$ cat config.mk
export PLATFORM = sky130hd
export DESIGN_NAME = register_pool_fifo_spill
export DESIGN_NICKNAME = d
export VERILOG_FILES = /design/src/rtl/rpfs_pkg.sv /design/src/rtl/register_pool_fifo_spill.sv
export SDC_FILE = /design/constraint.sdc
export NUM_CORES = 2
export LEC_CHECK = 0
export CORE_ASPECT_RATIO = 1.75
export CORE_MARGIN = 2
export CORE_UTILIZATION = 50
export CTS_BUF_LIST = sky130_fd_sc_hd__clkbuf_16
export DETAILED_ROUTE_END_ITERATION = 16
export DONT_BUFFER_PORTS = 1
export HOLD_SLACK_MARGIN = 0.15
export PLACE_DENSITY_LB_ADDON = 0.05
export SLEW_MARGIN = 20
export SYNTH_ARGS = -nofsm -noshare
export SYNTH_HDL_FRONTEND = slang
export SYNTH_SLANG_ARGS = --single-unit
export TNS_END_PERCENT = 5
$ cat constraint.sdc
create_clock -name i_clk -period 48.5 [get_ports i_clk]
set_input_delay 4.85 -clock i_clk [delete_from_list [all_inputs] [get_ports i_clk]]
set_output_delay 4.85 -clock i_clk [all_outputs]
set_load 0.01 [all_outputs]
$ cat src/rtl/rpfs_pkg.sv
package rpfs_pkg;

    localparam int REQ_W    = 3;
    localparam int VID_W    = 10;
    localparam int REG_W    = 3;
    localparam int STATUS_W = 3;

    // Ids are VID_W bits wide, so no more flags than this are ever addressed.
    localparam int VID_SPACE = 1 << VID_W;

    typedef enum logic [REQ_W-1:0] {
        REQ_LOOKUP    = 3'd0,
        REQ_ALLOC     = 3'd1,
        REQ_RELEASE   = 3'd2,
        REQ_SPILL_ONE = 3'd3,
        REQ_SPILL_ALL = 3'd4,
        REQ_BIND      = 3'd5
    } t_req;

    typedef enum logic [STATUS_W-1:0] {
        ST_OK          = 3'd0,
        ST_SPILLED     = 3'd1,
        ST_UNKNOWN     = 3'd2,
        ST_POOL_FULL   = 3'd3,
        ST_NOT_MAPPED  = 3'd4,
        ST_NOTHING     = 3'd5,
        ST_ALREADY_MAP = 3'd6
    } t_status;

    typedef enum logic [2:0] {
        S_CLEAR,
        S_IDLE,
        S_FRONT,
        S_SCAN,
        S_EXEC
    } t_state;

endpackage

$ cat src/rtl/register_pool_fifo_spill.sv
// Register pool allocator: hands POOL_SIZE physical registers to virtual
// register ids, keeps them in an age list and spills oldest-first. After
// reset the block clears its spilled-flag memory, one entry per cycle, for
// all min(VREG_COUNT, 1024) entries before it takes the first request. Each
// request then walks all POOL_SIZE registers through one shared id
// comparator, one register per cycle, so a request holds the input until its
// walk is done and its result is loaded; spill-all repeats that walk for
// every evicted id. The result sits in an output register, so the next
// request is taken while it waits to be transferred.
module register_pool_fifo_spill #(
    parameter int POOL_SIZE  = 5,
    parameter int VREG_COUNT = 1024
) (
    input  logic                          i_clk,
    input  logic                          i_rst_n,
    input  logic                          i_in_valid,
    output logic                          o_in_ready,
    input  logic [rpfs_pkg::REQ_W-1:0]    i_req_type,
    input  logic [rpfs_pkg::VID_W-1:0]    i_vreg_id,
    input  logic [rpfs_pkg::REG_W-1:0]    i_bind_reg,
    output logic                          o_out_valid,
    input  logic                          i_out_ready,
    output logic [rpfs_pkg::STATUS_W-1:0] o_status,
    output logic [rpfs_pkg::REG_W-1:0]    o_phys_reg,
    output logic [rpfs_pkg::VID_W-1:0]    o_vreg_out,
    output logic                          o_last
);
    import rpfs_pkg::*;

    localparam int PW = (POOL_SIZE > 1) ? $clog2(POOL_SIZE) : 1;
    localparam int CW = $clog2(POOL_SIZE + 1);
    localparam int BW = (PW > REG_W) ? PW : REG_W;
    localparam int FLAG_DEPTH = (VREG_COUNT < VID_SPACE) ? VREG_COUNT : VID_SPACE;
    localparam int AW = $clog2(FLAG_DEPTH);

    t_state                r_state, n_state;
    t_req                  r_req, n_req;
    logic [VID_W-1:0]      r_key, n_key;
    logic [REG_W-1:0]      r_breg, n_breg;
    logic [PW-1:0]         r_idx, n_idx;
    logic                  r_hit_ok, n_hit_ok;
    logic [PW-1:0]         r_hit, n_hit;
    logic                  r_free_ok, n_free_ok;
    logic [PW-1:0]         r_free, n_free;
    logic [PW-1:0]         r_pos, n_pos;
    logic [POOL_SIZE-1:0]  r_busy, n_busy;
    logic [VID_W-1:0]      r_owner [POOL_SIZE];
    logic [VID_W-1:0]      n_owner [POOL_SIZE];
    logic [VID_W-1:0]      r_age [POOL_SIZE];
    logic [VID_W-1:0]      n_age [POOL_SIZE];
    logic [CW-1:0]         r_age_cnt, n_age_cnt;
    logic [AW-1:0]         r_clr, n_clr;

    logic                  r_out_valid, n_out_valid;
    t_status               r_status, n_status;
    logic [PW-1:0]         r_phys, n_phys;
    logic [VID_W-1:0]      r_vout, n_vout;
    logic                  r_last, n_last;

    // spilled flags: one write port, one registered read port
    logic                  r_flags [FLAG_DEPTH];
    logic                  r_flag;
    logic                  mem_we;
    logic [AW-1:0]         mem_wa;
    logic                  mem_wd;

    logic                  key_in_range;
    logic [BW-1:0]         breg_wide;
    logic [PW-1:0]         breg_idx;
    logic                  breg_bad;
    logic                  can_load;
    logic [BW-1:0]         phys_wide;

    assign key_in_range = 32'(r_key) < FLAG_DEPTH;
    assign breg_wide    = BW'(r_breg);
    assign breg_idx     = breg_wide[PW-1:0];
    assign breg_bad     = (32'(r_breg) >= POOL_SIZE) || r_busy[breg_idx];
    assign can_load     = !r_out_valid || i_out_ready;

    always_ff @(posedge i_clk) begin
        if (mem_we) begin
            r_flags[mem_wa] <= mem_wd;
        end
        r_flag <= r_flags[r_key[AW-1:0]];
    end

    always_ff @(posedge i_clk) begin
        if (!i_rst_n) begin
            r_state     <= S_CLEAR;
            r_clr       <= '0;
            r_busy      <= '0;
            r_age_cnt   <= '0;
            r_out_valid <= 1'b0;
        end else begin
            r_state     <= n_state;
            r_clr       <= n_clr;
            r_busy      <= n_busy;
            r_age_cnt   <= n_age_cnt;
            r_out_valid <= n_out_valid;
        end
    end

    always_ff @(posedge i_clk) begin
        r_req     <= n_req;
        r_key     <= n_key;
        r_breg    <= n_breg;
        r_idx     <= n_idx;
        r_hit_ok  <= n_hit_ok;
        r_hit     <= n_hit;
        r_free_ok <= n_free_ok;
        r_free    <= n_free;
        r_pos     <= n_pos;
        r_owner   <= n_owner;
        r_age     <= n_age;
        r_status  <= n_status;
        r_phys    <= n_phys;
        r_vout    <= n_vout;
        r_last    <= n_last;
    end

    always_comb begin
        logic          do_rm;
        logic [PW-1:0] rm_pos;
        logic          do_add;
        logic [PW-1:0] add_reg;
        logic [CW-1:0] cnt_dec;

        n_state     = r_state;
        n_req       = r_req;
        n_key       = r_key;
        n_breg      = r_breg;
        n_idx       = r_idx;
        n_hit_ok    = r_hit_ok;
        n_hit       = r_hit;
        n_free_ok   = r_free_ok;
        n_free      = r_free;
        n_pos       = r_pos;
        n_busy      = r_busy;
        n_owner     = r_owner;
        n_age       = r_age;
        n_age_cnt   = r_age_cnt;
        n_clr       = r_clr;
        n_out_valid = r_out_valid && !i_out_ready;
        n_status    = r_status;
        n_phys      = r_phys;
        n_vout      = r_vout;
        n_last      = r_last;
        mem_we      = 1'b0;
        mem_wa      = r_key[AW-1:0];
        mem_wd      = 1'b1;
        o_in_ready  = 1'b0;
        do_rm       = 1'b0;
        rm_pos      = '0;
        do_add      = 1'b0;
        add_reg     = '0;
        cnt_dec     = r_age_cnt - CW'(1);

        case (r_state)
            S_CLEAR: begin
                mem_we = 1'b1;
                mem_wa = r_clr;
                mem_wd = 1'b0;
                n_clr  = r_clr + AW'(1);
                if (32'(r_clr) == FLAG_DEPTH - 1) begin
                    n_state = S_IDLE;
                end
            end
            S_IDLE: begin
                o_in_ready = 1'b1;
                if (i_in_valid) begin
                    n_req     = t_req'(i_req_type);
                    n_breg    = i_bind_reg;
                    n_idx     = '0;
                    n_hit_ok  = 1'b0;
                    n_free_ok = 1'b0;
                    n_hit     = '0;
                    n_free    = '0;
                    n_pos     = '0;
                    if (t_req'(i_req_type) == REQ_SPILL_ONE ||
                        t_req'(i_req_type) == REQ_SPILL_ALL) begin
                        n_key = r_age[0];
                    end else begin
                        n_key = i_vreg_id;
                    end
                    n_state = S_SCAN;
                end
            end
            S_FRONT: begin
                n_key     = r_age[0];
                n_idx     = '0;
                n_hit_ok  = 1'b0;
                n_free_ok = 1'b0;
                n_hit     = '0;
                n_free    = '0;
                n_pos     = '0;
                n_state   = S_SCAN;
            end
            S_SCAN: begin
                // one register per cycle through the shared comparator
                if (!r_hit_ok && r_busy[r_idx] && r_owner[r_idx] == r_key) begin
                    n_hit_ok = 1'b1;
                    n_hit    = r_idx;
                end
                if (!r_free_ok && !r_busy[r_idx]) begin
                    n_free_ok = 1'b1;
                    n_free    = r_idx;
                end
                // ids in the age list are unique
                if (32'(r_idx) < 32'(r_age_cnt) && r_age[r_idx] == r_key) begin
                    n_pos = r_idx;
                end
                n_idx = r_idx + PW'(1);
                if (32'(r_idx) == POOL_SIZE - 1) begin
                    n_state = S_EXEC;
                end
            end
            S_EXEC: begin
                if (can_load) begin
                    n_out_valid = 1'b1;
                    n_vout      = r_key;
                    n_phys      = '0;
                    n_last      = 1'b1;
                    n_state     = S_IDLE;
                    case (r_req)
                        REQ_LOOKUP: begin
                            if (r_hit_ok) begin
                                n_status = ST_OK;
                                n_phys   = r_hit;
                            end else if (key_in_range && r_flag) begin
                                n_status = ST_SPILLED;
                            end else begin
                                n_status = ST_UNKNOWN;
                            end
                        end
                        REQ_ALLOC: begin
                            if (r_hit_ok) begin
                                n_status = ST_ALREADY_MAP;
                                n_phys   = r_hit;
                            end else if (r_free_ok) begin
                                n_status = ST_OK;
                                n_phys   = r_free;
                                do_add   = 1'b1;
                                add_reg  = r_free;
                            end else begin
                                n_status = ST_POOL_FULL;
                            end
                        end
                        REQ_RELEASE: begin
                            if (r_hit_ok) begin
                                n_status       = ST_OK;
                                n_phys         = r_hit;
                                n_busy[r_hit]  = 1'b0;
                                do_rm          = 1'b1;
                                rm_pos         = r_pos;
                            end else begin
                                n_status = ST_NOT_MAPPED;
                            end
                        end
                        REQ_SPILL_ONE, REQ_SPILL_ALL: begin
                            if (r_age_cnt == '0) begin
                                n_status = ST_NOTHING;
                                n_vout   = '0;
                            end else begin
                                n_status = ST_SPILLED;
                                if (r_hit_ok) begin
                                    n_phys        = r_hit;
                                    n_busy[r_hit] = 1'b0;
                                end
                                mem_we = key_in_range;
                                do_rm  = 1'b1;
                                rm_pos = '0;
                                if (r_req == REQ_SPILL_ALL && cnt_dec != '0) begin
                                    n_last  = 1'b0;
                                    n_state = S_FRONT;
                                end
                            end
                        end
                        REQ_BIND: begin
                            if (r_hit_ok) begin
                                n_status = ST_ALREADY_MAP;
                                n_phys   = r_hit;
                            end else if (breg_bad) begin
                                n_status = ST_POOL_FULL;
                            end else begin
                                n_status = ST_OK;
                                n_phys   = breg_idx;
                                do_add   = 1'b1;
                                add_reg  = breg_idx;
                            end
                        end
                        default: begin
                            n_status = ST_UNKNOWN;
                        end
                    endcase
                end
            end
            default: begin
                n_state = S_IDLE;
            end
        endcase

        // age list compaction and append
        if (do_rm) begin
            for (int j = 0; j < POOL_SIZE - 1; j++) begin
                if (PW'(j) >= rm_pos) begin
                    n_age[j] = r_age[j+1];
                end
            end
            n_age_cnt = cnt_dec;
        end
        if (do_add) begin
            n_busy[add_reg]  = 1'b1;
            n_owner[add_reg] = r_key;
            if (32'(r_age_cnt) < POOL_SIZE) begin
                n_age[r_age_cnt[PW-1:0]] = r_key;
                n_age_cnt = r_age_cnt + CW'(1);
            end
        end
    end

    assign phys_wide   = BW'(r_phys);
    assign o_out_valid = r_out_valid;
    assign o_status    = r_status;
    assign o_phys_reg  = phys_wide[REG_W-1:0];
    assign o_vreg_out  = r_vout;
    assign o_last      = r_last;

endmodule

* After elaboration in Yosys (flattened, before gate mapping) *
Memories as Yosys holds them, arrays and structs flattened. A register that Yosys moved wholly into a read port is not among the register bits.
Cells that the tools add are included.
Widths: inputs -> output; s select.

word-level totals
  latch bits = 0
  register bits after elaboration = 169
  output and inout port bits = 19
  RAM bits = 1024
  memories kept = 1
  logic and storage cells = 226
  input port bits = 20
  bits in read-only memories = 0

memory list
  name     depth  width  rd ports  clocked after memory_dff  wr ports  line                            source
  r_flags  1024   1      1         1                         1         register_pool_fifo_spill.sv:61  logic r_flags [FLAG_DEPTH];

cells by class
  multiplexer cells = 110
  order comparisons = 18
  add/sub/neg operators = 4
  equality and inequality tests = 22
  shift operators = 0
  div/mod/pow operators = 0
  multiply operators = 0
  reductions and logical operators = 36
  bitwise operators = 7

operators with widths
  cell                   count
  $mux 10                15
  $bwmux 50              2
  $mux 50                2
  $mux 3                 29
  $bmux 10 s3            2
  $demux 10 s3           2
  $mux 40                1
  $pmux 3 s3             4
  $pmux 3 s5             2
  $mux 1                 26
  $mux 5                 5
  $eq 10x10->1           2
  $pmux 10 s2            1
  $lt 3x4->1 const B     4
  $eq 3x2->1 const B     5
  $eq 3x3->1 const B     5
  $mux 2                 7
  $ne 2x2->1 const B     7
  $ge 4x4->1 const B     3
  $not 3->4              3
  $pmux 3 s4             1
  $add 10x1->10 const B  1
  $eq 10x10->1 const B   1
  $logic_and 1x1->1      10
  29 further kinds       57

* Longest topological paths before layout *
  depth after elaboration = 14
  depth in mapped cells = 14
  mapped depth without buffers = 10

* Worst setup path before layout *
OpenSTA, ideal clock, no wires.

  kind = register to register
  from = register r_state[0]
  to = memory r_flags[0], data pin
  path buffers = 2
  cell stages (with the launch flop) = 5
  arrival time = 16212 ps
  required time = 45024 ps
  period minus slack after synthesis = 19688 ps
  slack = 28812 ps
  setup time = 3476 ps
  cells stage by stage = dfxtp_1 -> nor3_4 -> inv_2 -> buf_2 -> buf_1

between the ends
  word-level cells in the longest chain between the ends = 2

ends and longest elaborated chain
  element                   line                             source
  start: declaration        register_pool_fifo_spill.sv:36   t_state r_state, n_state;
  start signal: assignment  register_pool_fifo_spill.sv:95   r_state <= n_state;
  $logic_not 3->1           register_pool_fifo_spill.sv:158  case (r_state)
  $mux 1                    register_pool_fifo_spill.sv:158
  named net mem_wd          register_pool_fifo_spill.sv:65   logic mem_wd;
  end: declaration          register_pool_fifo_spill.sv:61

The timed path passes the listed nets, and every way through them passes these cells.

* Worst setup path after layout *
  from = input port i_out_ready
  to = memory r_flags[886] (enable)

between the ends
  word-level cells in the longest chain between the ends = 5

ends and longest elaborated chain
  element                       line                             source
  start: declaration            register_pool_fifo_spill.sv:22   input logic i_out_ready,
  $logic_or 1x1->1              register_pool_fifo_spill.sv:78   assign can_load = !r_out_valid || i_out_ready;
  $mux 1                        register_pool_fifo_spill.sv:218  if (can_load) begin
  $pmux 1 s2                    register_pool_fifo_spill.sv:158
  $mux 1                        register_pool_fifo_spill.sv:81   if (mem_we) begin
  $mux 1 (not written as such)  register_pool_fifo_spill.sv:82   r_flags[mem_wa] <= mem_wd;

No other way between the ends.

==> impl.org <==
** Finish
- Ranked by flip-flop count, first place goes to r_flags.
- Most frequent cells in the layout :: edfxtp_1 (1131), nor2_1 (1110), mux4_2 (177)
- Across the whole layout, storage elements account for 0.0352 mm².
- The largest registers in the layout are r_flags (1024), r_age (50), r_owner (50).
- Relative to the synthesized area, the layout overhead comes to 7.73%.
- Fraction of final layout cells with drive strength greater than 1 :: 13.2%
- The library cell used most frequently in the layout, excluding fill and tap cells, is edfxtp_1.
- In the final layout, the multi-input gates occupy 0.0162 mm².
- After filler insertion, the fill cell instance count of the layout stands at 8595.
- Non-Filler Cell Area, Final :: 0.0573 mm²
- Number of flip-flops in the largest register :: 1024
- The final layout contains 3706 nets.
- For this run, the share of the core covered by cells in the final layout is 54.2%.
- The number of antenna diodes in the final layout is 0.

** Floorplanning
- The die is 436 µm tall.
- The die covers 0.109 mm².
- The die is 251 µm wide.
- Row generation in the floorplan step produced 158 rows.
- For this configuration, the core starts out at a cell density of 50.3%.
- Area of the placeable core :: 0.106 mm²
- Io pins :: 39

** Timing
- Static timing analysis puts the maximum clock frequency at 142 MHz.
- Pins over their slew limit :: 0
- Share of the clock period used by the worst path :: 14.5%
- Hold slack :: 0.564 ns
- For the finished layout, the period the worst path requires is 7.04 ns.
- Remaining max-slew budget at the tightest pin :: 20.0%
- For the pin with the worst max-slew slack, the measured transition is 1.20 ns.
- RSZ-0062 raised after global routing :: no
- Setup violations remaining at the end of the flow were counted as 0.
- The number of failing hold endpoints at the final stage was 0.
- Adding up every negative setup slack in the final design gives 0 ns.
- Clock tree skew after final layout :: 0.0195 ns

** Clock tree
- The H-tree generated during clock tree synthesis spans 3 levels.
- The tree is rooted in a clkbuf_16.
- Clock-pin slew was measured on the worst setup and hold paths at 0.06 ns.
- In this run, post-CTS repair resized a total of 0 instances.
- The clock net in this run drives a total of 1194 sinks.
- CTS tree :: built
- The longest clock path from root to sink contains 3 buffers.
- Number of buffers added for setup after CTS :: 0
- Number of hold buffers added after CTS :: 0
- Buffers inserted during clock tree synthesis total 108.
- The clock reaches the later pin of the worst-skew pair after 0.72 ns.

** Place
- The count of buffers added on input and output ports is 0.
- Detailed placement HPWL :: 84.5 mm
- Summing all placed instances gives a cell area of 0.0538 mm².
- RD Place Congestion :: 0.849

** Run
- The tool flagged a number of max-cap violations equal to 0.

** Routing
- DRC marker count from the first detailed-route iteration :: 3179
- The routed layout has 32.0k vias.
- In this run the remaining antenna-violating nets after routing total 0.
- After detailed routing, the number of vias per cell comes to 6.24.
- The routed design has 153 mm of wire.
- Final routed wire length divided by cell count :: 29.8 µm
- DRC :: 0
- The first detailed-routing pass took 5 iterations.

** GRT
- Global router's overall resource usage :: 28.0%
- For this run the aggregate overflow at the end of global routing stands at 0.
- Entering global routing, the biggest net connects 300 pins.
- The first global-routing pass estimated 219 mm of wire.
- The initial antenna violation count is 1.
- Via count of the first global-routing pass :: 32.7k

** Worst setup path
- By startpoint and endpoint, the worst setup path is classified as in -> reg.
- Largest driver fanout on the critical path :: 31
- Crit path arrival time :: 7.44 ns
- STA classifies the critical path endpoint as a flop.
- Req. time, crit path :: 48.90 ns
- Worst Setup Start Kind :: input pin

** Pwr
- P_int :: 1.99 mW
- Maximum vdd ir drop :: 0.0000551 V
- P_leak :: 17.9 nW
- Switching component of the power :: 0.964 mW
- Net switching share of the total power :: 32.7%
- Power density over cell area :: 51.5 mW/mm²
- The clock network burns 28.5% of the power.
- Sequential cells burn 45.7% of the power.
- Per report_power, the combinational group accounts for 25.8% of the total.

** Logic synthesis
- During synthesis, Yosys emitted a total of 0 warnings.
- The share of synthesized area in the top cell type comes to 63.8%.
- Library cell with the largest summed area after synthesis :: edfxtp_1
- Number of storage elements in the synthesis netlist :: 1194
- After synthesis, flip-flops and latches occupy 66.2% of the total area.
- Synthesized netlist cell count :: 3832
- Share of synthesized registers carrying an async set or reset :: 0%
- Dominant synthesized flop cell :: edfxtp_1
- Top cells by area in the synthesized netlist :: edfxtp_1 (64%), nor2_1 (7.8%), mux4_2 (7.5%)
- Syn Std Cell Area :: 0.0532 mm²
- In this run, distinct cell masters in the synthesized netlist total 84.
- Syn Area/Cell :: 13.9 µm²
- The number of nets handed over by synthesis was 3861.
- Counting flops with a built-in enable in the synthesized netlist gives 1131.

** Outcome
- Result of the run :: completed

** Hold path
- Min-delay worst type :: reg -> reg
[worst max-delay path, stage by stage]
cell and delay [ns]:
nor2b_1 0.05, nor2_2 0.10, buf_4 0.38, nand3_1 0.21
nand2_1 0.12, buf_4 0.49, and2_1 0.37, nand2_2 0.22
buf_4 0.40, nor2_1 0.19
[cells in the mapped netlist, types with 5 or more instances]
master / number
mux4_2: 177
ha_1: 9
and3_1: 7
o22ai_1: 35
mux4_1: 55
nor2b_1: 30
and2_1: 19
a21oi_1: 85
clkbuf_1: 158
a31oi_1: 15
nor2_1: 1111
edfxtp_1: 1131
nand3_1: 48
xor2_1: 7
a221oi_1: 5
o21ai_0: 60
nand2_1: 177
o221ai_1: 27
clkbuf_8: 23
mux2i_1: 172
nand2b_1: 11
buf_1: 49
buf_2: 72
mux2_2: 16
buf_6: 14
dfxtp_1: 63
nand4_1: 18
nand3b_1: 8
o21a_1: 9
buf_12: 10
a22o_1: 9
inv_1: 20
buf_8: 10
a22oi_1: 27
xnor2_1: 22
nor3_1: 26
[metal layers]
layer  track usage (%)  vias to the layer above  routed length (µm)
li1                  -                    13798                   -
met1              31.0                    16662               53100
met2              51.9                     1198               82700
met3              4.00                      328                9140
met4              14.3                        0                7990
met5                 0                        -                   0
[power groups by stage]
stage                     logic (mW)  registers, mW  clock network, mW
after floorplan                0.480           1.60                  0
after global placement         0.725           1.37                  0
after detailed placement       0.751           1.37                  0
after CTS                      0.752           1.35              0.854
after global routing           0.805           1.35              0.890
final                          0.761           1.35              0.841
[cells by family after synthesis]
kind of cell / synth area share [%]
AND/OR/NAND/NOR: 11.3
XOR/XNOR: 0.477
buffers and inverters: 3.92
AO/OA/AOI/OAI: 4.11
flip-flops: 66.2
multiplexers: 13.8
adder cells (fa/ha/maj): 0.212
[layout make-up]
cell class,count,share of cell area [%]
Inverter,22,0.166
Sequential cell,1194,61.4
Timing Repair Buffer,77,1.18
Clock inverter,88,1.08
Multi-Input combinational cell,2274,28.3
Clock buffer,111,4.84
Tap cell,1360,2.97
[per-stage QoR]
stage	cells	worst slack (ns)	power [mW]
5_1_grt	5126	41.29	3.04
3_5_place_dp	4925	40.74	2.12
4_1_cts	5124	41.53	2.96
3_3_place_gp	4925	40.55	2.09
2_1_floorplan	3832	28.81	2.08
6_report	5126	41.46	2.95
[final timing paths]
| kind | from | end | slack (ns) | cells after the start |
|---|---|---|---|---|
| worst min-delay path | r_age[17] | r_age[17] | 0.56 | 2 |
| worst max-delay path | i_out_ready | r_flags[886] | 41.46 | 10 |
| worst max register to register | r_key[0] | r_flag | 42.46 | 10 |
| worst min register to register | r_age[17] | r_age[17] | 0.56 | 2 |
Power figures use the tool's default switching activity.
